File: config.mk
export PLATFORM = sky130hd
export DESIGN_NAME = golden_section_minimizer
export DESIGN_NICKNAME = d
export VERILOG_FILES = /design/src/rtl/gsm_pkg.sv /design/src/rtl/golden_section_minimizer.sv
export VERILOG_INCLUDE_DIRS = /design/src /design/src/rtl
export SDC_FILE = /design/constraint.sdc
export NUM_CORES = 2
export LEC_CHECK = 0
export BUFFER_PORTS_ARGS = -buffer_cell sky130_fd_sc_hd__buf_2
export CAP_MARGIN = 10
export CELL_PAD_IN_SITES_DETAIL_PLACEMENT = 1
export CELL_PAD_IN_SITES_GLOBAL_PLACEMENT = 1
export CORE_MARGIN = 5
export CORE_UTILIZATION = 30
export DETAILED_ROUTE_END_ITERATION = 8
export PLACE_DENSITY_LB_ADDON = 0.1
export SLEW_MARGIN = 10
export SYNTH_ARGS = -nofsm -noshare
export SYNTH_HDL_FRONTEND = slang
export SYNTH_SLANG_ARGS = --single-unit
File: constraint.sdc
create_clock -name clk_i -period 35.8 [get_ports clk_i]
set_input_delay 1.79 -clock clk_i [delete_from_list [all_inputs] [get_ports clk_i]]
set_output_delay 1.79 -clock clk_i [all_outputs]
set_load 0.05 [all_outputs]
File: src/rtl/golden_section_minimizer_defines.svh
// ----------------------------------------------------------------------------
// Golden-section minimiser assertion macros
// Shared property wrappers that the RTL uses for its concurrent checks.
// ----------------------------------------------------------------------------
`ifndef GOLDEN_SECTION_MINIMIZER_DEFINES_SVH
`define GOLDEN_SECTION_MINIMIZER_DEFINES_SVH

// Same-cycle implication, sampled on clk_i and quiet while rst_ni is low.
`define GSM_ASSERT_IMP(label, ante, cons) \
  label: assert property (@(posedge clk_i) disable iff (!rst_ni) (ante) |-> (cons)) \
    else $error("golden-section minimiser check failed");

// Next-cycle implication, sampled on clk_i and quiet while rst_ni is low.
`define GSM_ASSERT_NXT(label, ante, cons) \
  label: assert property (@(posedge clk_i) disable iff (!rst_ni) (ante) |=> (cons)) \
    else $error("golden-section minimiser check failed");

`endif

File: src/rtl/gsm_pkg.sv
// ----------------------------------------------------------------------------
// Golden-section minimiser package
// Data widths, status codes, register indexes and the golden-ratio constant.
// ----------------------------------------------------------------------------
`default_nettype none

package gsm_pkg;

  localparam int unsigned DATA_W      = 32;
  localparam int unsigned WIDTH_W     = 31;
  localparam int unsigned ITER_W      = 16;
  localparam int unsigned CFG_INDEX_W = 2;

  typedef logic signed [DATA_W-1:0] data_t;

  // 2 - phi, that is 0.381966..., as unsigned Q0.32.
  localparam logic [DATA_W-1:0] GOLD_Q32 = 32'd1640531527;

  typedef enum logic [2:0] {
    ST_CONVERGED    = 3'd0,
    ST_ITER_LIMIT   = 3'd1,
    ST_NOT_UNIMODAL = 3'd2,
    ST_INVALID      = 3'd3,
    ST_NO_SEARCH    = 3'd4
  } status_e;

  localparam logic [CFG_INDEX_W-1:0] REG_TOLERANCE = 2'd0;
  localparam logic [CFG_INDEX_W-1:0] REG_MAX_ITER  = 2'd1;
  localparam logic [CFG_INDEX_W-1:0] REG_MAXIMIZE  = 2'd2;

  localparam logic command_start = 1'b0;

endpackage

`default_nettype wire

File: src/rtl/golden_section_minimizer.sv
// ----------------------------------------------------------------------------
// Golden-section minimiser
// Runs a golden-section search in signed Q16.16, asking an outside evaluator
// for function values one point at a time.
// ----------------------------------------------------------------------------
// One word is taken on every clock cycle while result words are drained, and
// each word gives exactly one result word. An accepted word is captured in an
// input register. One pass of step logic then runs on it and its outcome
// lands in the result register, which drives the result word on the outputs.
// The step logic covers the interval update, a single 32 by 32 multiplier
// for the trial step and saturation. A result word that is still waiting
// holds the step, and the input register then stays full. The search
// itself advances at the pace of the outside evaluator, one returned value
// per step.
`default_nettype none

`include "golden_section_minimizer_defines.svh"

module golden_section_minimizer (
  input  wire logic                                clk_i,
  input  wire logic                                rst_ni,
  input  wire logic                                cfg_we_i,
  input  wire logic [gsm_pkg::CFG_INDEX_W-1:0]     cfg_index_i,
  input  wire logic [gsm_pkg::WIDTH_W-1:0]         cfg_wdata_i,
  input  wire logic                                in_valid_i,
  output logic                                     in_ready_o,
  input  wire logic                                command_i,
  input  wire logic signed [gsm_pkg::DATA_W-1:0]   bound_low_i,
  input  wire logic signed [gsm_pkg::DATA_W-1:0]   bound_high_i,
  input  wire logic signed [gsm_pkg::DATA_W-1:0]   func_value_i,
  output logic                                     out_valid_o,
  input  wire logic                                out_ready_i,
  output logic                                     finished_o,
  output logic signed [gsm_pkg::DATA_W-1:0]        point_o,
  output logic [2:0]                               status_o,
  output logic [gsm_pkg::WIDTH_W-1:0]              interval_width_o
);

  localparam int unsigned DW = gsm_pkg::DATA_W;
  localparam int unsigned WW = gsm_pkg::WIDTH_W;
  localparam int unsigned IW = gsm_pkg::ITER_W;

  localparam logic [2:0] PH_IDLE       = 3'd0;
  localparam logic [2:0] PH_WANT_LOW   = 3'd1;
  localparam logic [2:0] PH_WANT_HIGH  = 3'd2;
  localparam logic [2:0] PH_WANT_MID   = 3'd3;
  localparam logic [2:0] PH_WANT_TRIAL = 3'd4;

  localparam gsm_pkg::data_t DATA_MAX = {1'b0, {(DW-1){1'b1}}};
  localparam gsm_pkg::data_t DATA_MIN = {1'b1, {(DW-1){1'b0}}};
  localparam logic [2*DW-1:0] ROUND_HALF = (2*DW)'(1) << (DW - 1);

  function automatic logic [WW-1:0] sat_width(gsm_pkg::data_t lo, gsm_pkg::data_t hi);
    logic signed [DW:0] diff;
    diff = {hi[DW-1], hi} - {lo[DW-1], lo};
    if (diff[DW]) begin
      sat_width = '0;
    end else if (diff[DW-1:WW] != '0) begin
      sat_width = {WW{1'b1}};
    end else begin
      sat_width = diff[WW-1:0];
    end
  endfunction

  function automatic gsm_pkg::data_t make_trial(gsm_pkg::data_t lo, gsm_pkg::data_t mid,
                                                gsm_pkg::data_t hi);
    logic signed [DW:0]   wl;
    logic signed [DW:0]   wu;
    logic                 up;
    logic [DW-1:0]        mag;
    logic [2*DW-1:0]      prod;
    logic [DW-1:0]        step;
    logic signed [DW+1:0] sum;
    wl   = {mid[DW-1], mid} - {lo[DW-1], lo};
    wu   = {hi[DW-1], hi} - {mid[DW-1], mid};
    up   = wu > wl;
    mag  = up ? wu[DW-1:0] : wl[DW-1:0];
    prod = (2*DW)'(mag) * (2*DW)'(gsm_pkg::GOLD_Q32) + ROUND_HALF;
    step = prod[2*DW-1:DW];
    if (up) begin
      sum = {{2{mid[DW-1]}}, mid} + {2'b00, step};
    end else begin
      sum = {{2{mid[DW-1]}}, mid} - {2'b00, step};
    end
    if (sum[DW+1] && !(sum[DW] && sum[DW-1])) begin
      make_trial = DATA_MIN;
    end else if (!sum[DW+1] && (sum[DW] || sum[DW-1])) begin
      make_trial = DATA_MAX;
    end else begin
      make_trial = sum[DW-1:0];
    end
  endfunction

  // Configuration registers.
  logic [WW-1:0] tolerance_q;
  logic [IW-1:0] max_iter_q;
  logic          maximize_q;

  always_ff @(posedge clk_i or negedge rst_ni) begin
    if (!rst_ni) begin
      tolerance_q <= WW'(66);
      max_iter_q  <= IW'(100);
      maximize_q  <= 1'b0;
    end else if (cfg_we_i) begin
      unique case (cfg_index_i)
        gsm_pkg::REG_TOLERANCE: tolerance_q <= cfg_wdata_i;
        gsm_pkg::REG_MAX_ITER:  max_iter_q  <= cfg_wdata_i[IW-1:0];
        gsm_pkg::REG_MAXIMIZE:  maximize_q  <= cfg_wdata_i[0];
        default: ;
      endcase
    end
  end

  // Input register and handshake.
  logic           in_valid_q;
  logic           cmd_q;
  gsm_pkg::data_t blo_q;
  gsm_pkg::data_t bhi_q;
  gsm_pkg::data_t fval_q;
  logic           out_valid_q;
  logic           step_fire;

  assign step_fire  = in_valid_q && (!out_valid_q || out_ready_i);
  assign in_ready_o = !in_valid_q || step_fire;

  always_ff @(posedge clk_i or negedge rst_ni) begin
    if (!rst_ni) begin
      in_valid_q <= 1'b0;
    end else if (in_ready_o) begin
      in_valid_q <= in_valid_i;
    end
  end

  always_ff @(posedge clk_i) begin
    if (in_valid_i && in_ready_o) begin
      cmd_q  <= command_i;
      blo_q  <= bound_low_i;
      bhi_q  <= bound_high_i;
      fval_q <= func_value_i;
    end
  end

  // Search state.
  logic [2:0]       phase_q, phase_d;
  gsm_pkg::data_t   lower_q, lower_d;
  gsm_pkg::data_t   upper_q, upper_d;
  gsm_pkg::data_t   mid_q, mid_d;
  gsm_pkg::data_t   trial_q, trial_d;
  gsm_pkg::data_t   vlow_q, vlow_d;
  gsm_pkg::data_t   vup_q, vup_d;
  gsm_pkg::data_t   vmid_q, vmid_d;
  logic [IW-1:0]    iter_q, iter_d;

  logic             res_fin;
  gsm_pkg::data_t   res_point;
  gsm_pkg::status_e res_status;
  logic [WW-1:0]    res_width;

  gsm_pkg::data_t   f_val;
  logic signed [DW:0] bound_sum;
  gsm_pkg::data_t   new_lo;
  gsm_pkg::data_t   new_mid;
  gsm_pkg::data_t   new_hi;
  logic             no_update;
  logic signed [DW:0] new_span;
  logic [IW-1:0]    iter_inc;
  gsm_pkg::data_t   trial_lo;
  gsm_pkg::data_t   trial_mid;
  gsm_pkg::data_t   trial_hi;
  gsm_pkg::data_t   trial_calc;

  always_comb begin
    if (maximize_q) begin
      f_val = (fval_q == DATA_MIN) ? DATA_MAX : -fval_q;
    end else begin
      f_val = fval_q;
    end
    bound_sum = {blo_q[DW-1], blo_q} + {bhi_q[DW-1], bhi_q};

    new_lo    = lower_q;
    new_mid   = mid_q;
    new_hi    = upper_q;
    vlow_d    = vlow_q;
    vup_d     = vup_q;
    vmid_d    = vmid_q;
    no_update = 1'b0;
    priority if (f_val < vmid_q) begin
      new_mid = trial_q;
      vmid_d  = f_val;
    end else if (trial_q < mid_q && f_val < vlow_q) begin
      new_lo = trial_q;
      vlow_d = f_val;
    end else if (trial_q > mid_q && f_val < vup_q) begin
      new_hi = trial_q;
      vup_d  = f_val;
    end else begin
      no_update = 1'b1;
    end
    new_span = {new_hi[DW-1], new_hi} - {new_lo[DW-1], new_lo};
    iter_inc = iter_q + IW'(1);

    if (phase_q == PH_WANT_MID) begin
      trial_lo  = lower_q;
      trial_mid = mid_q;
      trial_hi  = upper_q;
    end else begin
      trial_lo  = new_lo;
      trial_mid = new_mid;
      trial_hi  = new_hi;
    end
    trial_calc = make_trial(trial_lo, trial_mid, trial_hi);

    phase_d    = phase_q;
    lower_d    = lower_q;
    upper_d    = upper_q;
    mid_d      = mid_q;
    trial_d    = trial_q;
    iter_d     = iter_q;
    res_fin    = 1'b0;
    res_point  = '0;
    res_status = gsm_pkg::ST_CONVERGED;
    res_width  = '0;

    if (cmd_q == gsm_pkg::command_start) begin
      vlow_d = vlow_q;
      vup_d  = vup_q;
      vmid_d = vmid_q;
      if (blo_q > bhi_q || tolerance_q == '0) begin
        phase_d    = PH_IDLE;
        res_fin    = 1'b1;
        res_status = gsm_pkg::ST_INVALID;
      end else begin
        lower_d   = blo_q;
        upper_d   = bhi_q;
        mid_d     = bound_sum[DW:1];
        phase_d   = PH_WANT_LOW;
        res_point = blo_q;
        res_width = sat_width(blo_q, bhi_q);
      end
    end else begin
      unique case (phase_q)
        PH_WANT_LOW: begin
          vlow_d    = f_val;
          vup_d     = vup_q;
          vmid_d    = vmid_q;
          phase_d   = PH_WANT_HIGH;
          res_point = upper_q;
          res_width = sat_width(lower_q, upper_q);
        end
        PH_WANT_HIGH: begin
          vlow_d    = vlow_q;
          vup_d     = f_val;
          vmid_d    = vmid_q;
          phase_d   = PH_WANT_MID;
          res_point = mid_q;
          res_width = sat_width(lower_q, upper_q);
        end
        PH_WANT_MID: begin
          vlow_d    = vlow_q;
          vup_d     = vup_q;
          vmid_d    = f_val;
          iter_d    = '0;
          trial_d   = trial_calc;
          phase_d   = PH_WANT_TRIAL;
          res_point = trial_d;
          res_width = sat_width(lower_q, upper_q);
        end
        PH_WANT_TRIAL: begin
          if (no_update) begin
            phase_d    = PH_IDLE;
            res_fin    = 1'b1;
            res_point  = mid_q;
            res_status = gsm_pkg::ST_NOT_UNIMODAL;
            res_width  = sat_width(lower_q, upper_q);
          end else begin
            lower_d   = new_lo;
            upper_d   = new_hi;
            mid_d     = new_mid;
            res_width = sat_width(new_lo, new_hi);
            if (new_span <= $signed({2'b00, tolerance_q})) begin
              phase_d    = PH_IDLE;
              res_fin    = 1'b1;
              res_point  = new_mid;
              res_status = (iter_q != max_iter_q) ? gsm_pkg::ST_CONVERGED
                                                  : gsm_pkg::ST_ITER_LIMIT;
            end else if (iter_inc == max_iter_q) begin
              iter_d     = iter_inc;
              phase_d    = PH_IDLE;
              res_fin    = 1'b1;
              res_point  = new_mid;
              res_status = gsm_pkg::ST_ITER_LIMIT;
            end else begin
              iter_d    = iter_inc;
              trial_d   = trial_calc;
              res_point = trial_d;
            end
          end
        end
        default: begin
          vlow_d     = vlow_q;
          vup_d      = vup_q;
          vmid_d     = vmid_q;
          phase_d    = PH_IDLE;
          res_fin    = 1'b1;
          res_status = gsm_pkg::ST_NO_SEARCH;
        end
      endcase
    end
  end

  always_ff @(posedge clk_i or negedge rst_ni) begin
    if (!rst_ni) begin
      phase_q <= PH_IDLE;
      lower_q <= '0;
      upper_q <= '0;
      mid_q   <= '0;
      trial_q <= '0;
      vlow_q  <= '0;
      vup_q   <= '0;
      vmid_q  <= '0;
      iter_q  <= '0;
    end else if (step_fire) begin
      phase_q <= phase_d;
      lower_q <= lower_d;
      upper_q <= upper_d;
      mid_q   <= mid_d;
      trial_q <= trial_d;
      vlow_q  <= vlow_d;
      vup_q   <= vup_d;
      vmid_q  <= vmid_d;
      iter_q  <= iter_d;
    end
  end

  // Result register.
  logic             fin_q;
  gsm_pkg::data_t   point_q;
  gsm_pkg::status_e status_q;
  logic [WW-1:0]    width_q;

  always_ff @(posedge clk_i or negedge rst_ni) begin
    if (!rst_ni) begin
      out_valid_q <= 1'b0;
    end else if (step_fire) begin
      out_valid_q <= 1'b1;
    end else if (out_ready_i) begin
      out_valid_q <= 1'b0;
    end
  end

  always_ff @(posedge clk_i) begin
    if (step_fire) begin
      fin_q    <= res_fin;
      point_q  <= res_point;
      status_q <= res_status;
      width_q  <= res_width;
    end
  end

  assign out_valid_o      = out_valid_q;
  assign finished_o       = fin_q;
  assign point_o          = point_q;
  assign status_o         = status_q;
  assign interval_width_o = width_q;

  `GSM_ASSERT_IMP(a_request_has_zero_status, out_valid_o && !finished_o,
                  status_o == gsm_pkg::ST_CONVERGED)

  `GSM_ASSERT_IMP(a_abort_word_is_blank,
                  out_valid_o && finished_o &&
                  (status_o == gsm_pkg::ST_INVALID || status_o == gsm_pkg::ST_NO_SEARCH),
                  point_o == '0 && interval_width_o == '0)

  `GSM_ASSERT_NXT(a_finish_returns_to_idle, step_fire && res_fin, phase_q == PH_IDLE)

  `GSM_ASSERT_IMP(a_middle_inside_interval, phase_q == PH_WANT_TRIAL,
                  lower_q <= mid_q && mid_q <= upper_q)

endmodule

`default_nettype wire

**Yosys cells after proc, flatten, opt, wreduce, memory -nomap -nowiden**

Index checks and enable logic that the tools add are counted.

- Add/subtract/negate cells: 11
- Multipliers: 1
- Order comparisons: 8
- Equality and inequality tests: 21
- Muxes and demuxes: 83
- Reductions and logical operators: 32

Operators with widths:

| operator | count |
|---|---|
| $mux 32 | 40 |
| $mux 31 | 9 |
| $pmux 32 s2 | 4 |
| $sub 32x32->33 | 5 |
| $lt 32x32->1 | 4 |
| $pmux 32 s4 | 1 |
| $add 63x32->64 const B | 1 |
| $gt 32x32->1 | 2 |
| $mul 32x31->63 const B | 1 |
| $pmux 31 s2 | 1 |
| $add 32x33->34 | 1 |
| $mux 34 | 1 |
| $sub 32x33->34 | 1 |
| $add 32x32->33 | 1 |
| $gt 33x33->1 | 1 |
| $le 33x32->1 | 1 |
| $eq 32x32->1 const B | 1 |
| $mux 16 | 2 |
| $neg 32->32 | 1 |
| $pmux 16 s2 | 1 |
| $logic_not 31->1 | 1 |
| $ne 2x2->1 const B | 10 |
| $add 16x1->16 const B | 1 |
| $eq 16x16->1 | 1 |
| other kinds (24) | 64 |

- Register bits after elaboration: 457
- Input port bits: 135
- Logic and storage cells: 178

**Longest topological paths before layout**

- Word-level depth: 25
- Mapped depth: 104
- Mapped depth without buffers: 98

**Least setup slack after synthesis**

Ideal clock, no wire load.

- Path type: register to register
- From: reg fval_q[0]
- To: reg point_q[20] (netlist: point_o[20]), data pin
- Library setup time: 261 ps
- Data arrival time: 22,251 ps
- Path slack: 13,288 ps
- Stages on the path, launching flop included: 94
- Buffers on the path: 8
- Clock period less this slack: 22,512 ps
- Cells stage by stage: edfxtp_1 inv_1 ha_1 or4b_1 or2_2 or4_1 nor4_1 nand2_1 or3_1 or3_1 nor4_1 o21ai_0 o21ai_0 ha_1 nand3_1 o21bai_1 o31ai_1 o21ai_0 (+58 left out) o41ai_1 xor2_1 ha_1 and3_1 a31oi_1 o31ai_1 a211oi_1 a211oi_1 o41ai_1 a31oi_1 and3_1 nand2_1 nor3_2 or2_1 buf_4 buf_4 o21ai_1 o21ai_1

- Cells in the longest elaborated chain, start to end: 25

Ends and longest elaborated chain:

| what | RTL line | RTL |
|---|---|---|
| start: declaration | golden_section_minimizer.sv:119 | `gsm_pkg::data_t fval_q;` |
| start signal: assignment | golden_section_minimizer.sv:139 | `fval_q <= func_value_i;` |
| $neg 32->32 or $eq 32x32->1 (tied branches) | golden_section_minimizer.sv:174 | `f_val = (fval_q == DATA_MIN) ? DATA_MAX : -fval_q;` |
| $mux 32 (*) | golden_section_minimizer.sv:174 |  |
| $mux 32 (*) | golden_section_minimizer.sv:173 | `if (maximize_q) begin` |
| via f_val[26] | golden_section_minimizer.sv:159 | `gsm_pkg::data_t f_val;` |
| $lt 32x32->1 | golden_section_minimizer.sv:193 | `end else if (trial_q > mid_q && f_val < vup_q) begin` |
| $logic_and 1x1->1 | golden_section_minimizer.sv:193 |  |
| $mux 32 | golden_section_minimizer.sv:193 |  |
| $mux 32 | golden_section_minimizer.sv:190 | `end else if (trial_q < mid_q && f_val < vlow_q) begin` |
| (+11 left out) | -- |  |
| $mux 32 or $logic_and 1x1->1 (tied branches) | golden_section_minimizer.sv:87, golden_section_minimizer.sv:85 |  |
| $mux 32 | golden_section_minimizer.sv:85 | `if (sum[DW+1] && !(sum[DW] && sum[DW-1])) begin` |
| $mux 32 | golden_section_minimizer.sv:286 | `end else if (iter_inc == max_iter_q) begin` |
| $mux 32 | golden_section_minimizer.sv:280 | `if (new_span <= $signed({2'b00, tolerance_q})) begin` |
| $mux 32 | golden_section_minimizer.sv:269 | `if (no_update) begin` |
| $pmux 32 s4 (*) | golden_section_minimizer.sv:241 | `unique case (phase_q)` |
| $mux 32 (*) | golden_section_minimizer.sv:224 | `if (cmd_q == gsm_pkg::command_start) begin` |
| via res_point[20] | golden_section_minimizer.sv:155 | `gsm_pkg::data_t res_point;` |
| end signal: assignment | golden_section_minimizer.sv:354 | `point_q <= res_point;` |
| end: declaration | golden_section_minimizer.sv:337 | `gsm_pkg::data_t point_q;` |

Mark *: on every way through the listed nets, which the timed path passes. The rest lies on a longest branch.
A chain may end at the register's enable or synchronous reset.

**Worst setup path in the final report**

- From: reg fval_q[0]
- To: reg point_q[0] (netlist: point_o[0]), data pin

The elaborated chain is that of the path after synthesis.

==> impl_metrics.json <==
{
  "synth_top_family_by_area": "adder cells",
  "grt_max_degree": 103,
  "ctsResizeCount": 0,
  "num_vias": 48300,
  "overflow": 0,
  "grt_pass1_wl_um": 340000,
  "root_buffer": "clkbuf_16",
  "clock_skew_ns": 0.0537,
  "dieArea_um2": 193000,
  "max_slew_margin_pct": 23.8,
  "grt_usage_pct": 23.3,
  "rr_startpoint": "fval_q[0]",
  "synthXorXnorAreaFrac_pct": 4.40,
  "syn-instance-count": 6461,
  "hold_viol_final": 0,
  "syn2layout_area_growth_pct": 10.9,
  "cp-start-kind": "flip-flop",
  "clockBufferDepth": 3,
  "hpwlAfterDp_um": 193000,
  "r2r_end": "point_o[0]",
  "antenna_found_initial": 2,
  "coreArea_um2": 183000,
  "slowest_stage": "a211oi_1",
  "synth_most_common_cell": "inv_1",
  "grt_pass1_vias": 50400,
  "hold_class": "reg2reg",
  "crit_arrival_ns": 29.57,
  "routed_via_density": 5.31,
  "fillers": 21600,
  "synth_top_area_cell": "ha_1",
  "setup_violations": 0,
  "cts.sinks": 457,
  "synth-main-ff-cell": "dfrtp_1",
  "synth.area.mux_share_pct": 2.97,
  "cts_tree": "yes",
  "ctsHoldBuffers": 0,
  "ant_nets": 0,
  "gp_congestion": 0.900,
  "synth_common_cells": "893 x inv_1, 832 x ha_1, 553 x o21ai_0",
  "synth_nets": 7721,
  "synthAdderAreaFrac_pct": 29.5,
  "drive_gt1_share_pct": 8.12,
  "rsz0062_at_grt": "false",
  "hp-start": "in_valid_q",
  "ys_warn_count": 0,
  "yosys-top-cells-area": "ha_1 19%, dfrtp_1 13%, fa_1 11%",
  "synth-edff-count": 164,
  "routed_wl_um": 231000,
  "synth_compound_area_share_pct": 20.2,
  "fp.dieH_um": 439,
  "dieWidth_um": 439,
  "drcViolationCount": 0,
  "placed_area_um2": 59300,
  "max_stage_delay_ns": 0.84,
  "wire_per_inst_um": 25.4,
  "crit_path_max_fanout": 57,
  "synthSimpleGateAreaFrac_pct": 13.2,
  "critPathKind": "reg2reg",
  "worst_r2r_path_depth": 91,
  "maxCapViolations": 0,
  "final_area_um2": 61300,
  "clk_pin_slew_worst_paths_ns": 0.06,
  "drv_slew": 0,
  "reg2reg_slack_ns": 6.69,
  "worstMarginPinSlew_ns": 1.11,
  "ys_ff_latch": 457,
  "async_flop_share_pct": 64.1,
  "clk_latency_ns": 0.69,
  "nets": 7849,
  "setup-tns-final_ns": 0,
  "required_ns": 36.26,
  "synth_cell_types": 99,
  "syn_area_um2": 55300,
  "status": "complete, no violations",
  "crit_path_end_kind": "flip-flop",
  "synth.top_cell.area_share_pct": 18.8,
  "min_path_cells": 1,
  "cts_inserted_buffers": 60,
  "syn_area_per_cell_um2": 8.56,
  "yosysSeqAreaShare_pct": 22.2,
  "max_freq_mhz": 34.4,
  "htreeDepth": 2,
  "io_pins": 204,
  "period_share_pct": 81.3,
  "utilization_pct": 33.5,
  "fin_crit_ns": 29.11,
  "dr.pass1.iters": 8,
  "cpMostUsedCell": "o21ai_0",
  "port_buffers": 203,
  "hold_end": "out_valid_o",
  "start_util_pct": 30.2,
  "initialDrtViolationCount": 2651,
  "rows": 157,
  "post-cts-setup-buffers": 0
}
## state kept, by name, summed over array words and instances, names as in the netlist, 16 cells and up
register and flops:
trial_q 32, bhi_q 32, interval_width_o 31, blo_q 32, vlow_q 32, lower_q 32, fval_q 32, vmid_q 32
iter_q 16, mid_q 32, upper_q 32, point_o 32, vup_q 32, max_iter_q 16, tolerance_q 31
## routing by layer
layer,track usage [%],wire (um),vias up
li1,-,-,22900
met1,32.2,108000,24400
met2,39.6,109000,804
met3,1.54,6590,220
met4,6.35,6910,0
met5,0,0,-
## worst max-delay path, delay by kind of cell, from the launching register on
kind | cells | cell delay, ns
compound gates | 41 | 12.49
fa+ha+maj | 15 | 6.27
buf+inv | 11 | 2.44
flops | 1 | 0.43
xor+xnor | 2 | 0.49
simple gates | 21 | 6.37
mux | 1 | 0.18
## per-stage QoR
stage          hold slack [ns]  std cells  setup slack (ns)
6_report                 0.493       9106              6.69
5_1_grt                  0.508       9105              4.41
4_1_cts                  0.494       9104              6.52
3_5_place_dp             0.489       8991              6.67
3_3_place_gp             0.475       8991              6.56
2_1_floorplan            0.450       6461             13.29
## kinds of logic (layout without fill, tap and decap cells)
group | count (synthesis) | after routing
AOI/OAI and AO/OA | 1789 | 1789
and+or+nand+nor | 1541 | 1541
adders and majority gates | 1127 | 1127
buffers and inverters | 1116 | 1295
DFF | 457 | 457
xor gates and xnor gates | 277 | 277
muxes | 154 | 154
other | 0 | 2
## layout by cell type, fill, tap and decap left out, types with 67 or more instances in the layout
| master | synthesis | final |
|---|---|---|
| or3_1 | 67 | 67 |
| buf_4 | 2 | 85 |
| xor2_1 | 91 | 90 |
| nand2_1 | 518 | 517 |
| edfxtp_1 | 164 | 164 |
| fa_1 | 293 | 293 |
| xnor2_1 | 185 | 184 |
| o21ai_0 | 553 | 550 |
| dfrtp_1 | 288 | 287 |
| mux2_2 | 80 | 80 |
| mux2i_1 | 74 | 74 |
| nor2_1 | 409 | 404 |
| nand3_1 | 79 | 79 |
| nor3_1 | 99 | 99 |
| nand4_1 | 71 | 71 |
| a21o_1 | 182 | 182 |
| a21oi_1 | 443 | 442 |
| inv_1 | 893 | 892 |
| ha_1 | 832 | 832 |
| buf_2 | 21 | 202 |
## area by class of cell
type / instances / area, um^2 / area share [%]
Clock buffer: 84 / 1710 / 2.80
Tap cell: 2464 / 3080 / 5.03
Clock inverter: 29 / 329 / 0.537
Timing Repair Buffer: 288 / 1660 / 2.71
Multi-Input combinational cell: 4888 / 38900 / 63.4
Inverter: 894 / 3360 / 5.47
Sequential cell: 457 / 12300 / 20.0
Antenna cell: 2 / 5.00 / 0.00816
## worst max-delay path by stage
stage,startpoint,to,slack (ns),cells past startpoint
2_1_floorplan,fval_q[0],point_o[20],13.29,93
3_3_place_gp,fval_q[0],point_o[0],6.56,90
3_5_place_dp,fval_q[0],point_o[0],6.67,91
4_1_cts,fval_q[0],point_o[0],6.52,94
5_1_grt,fval_q[0],point_o[2],4.41,92
6_report,fval_q[0],point_o[0],6.69,91
Power is not shown: default switching activity piles up to over one toggle a cycle in this logic, so the estimate is an artifact.
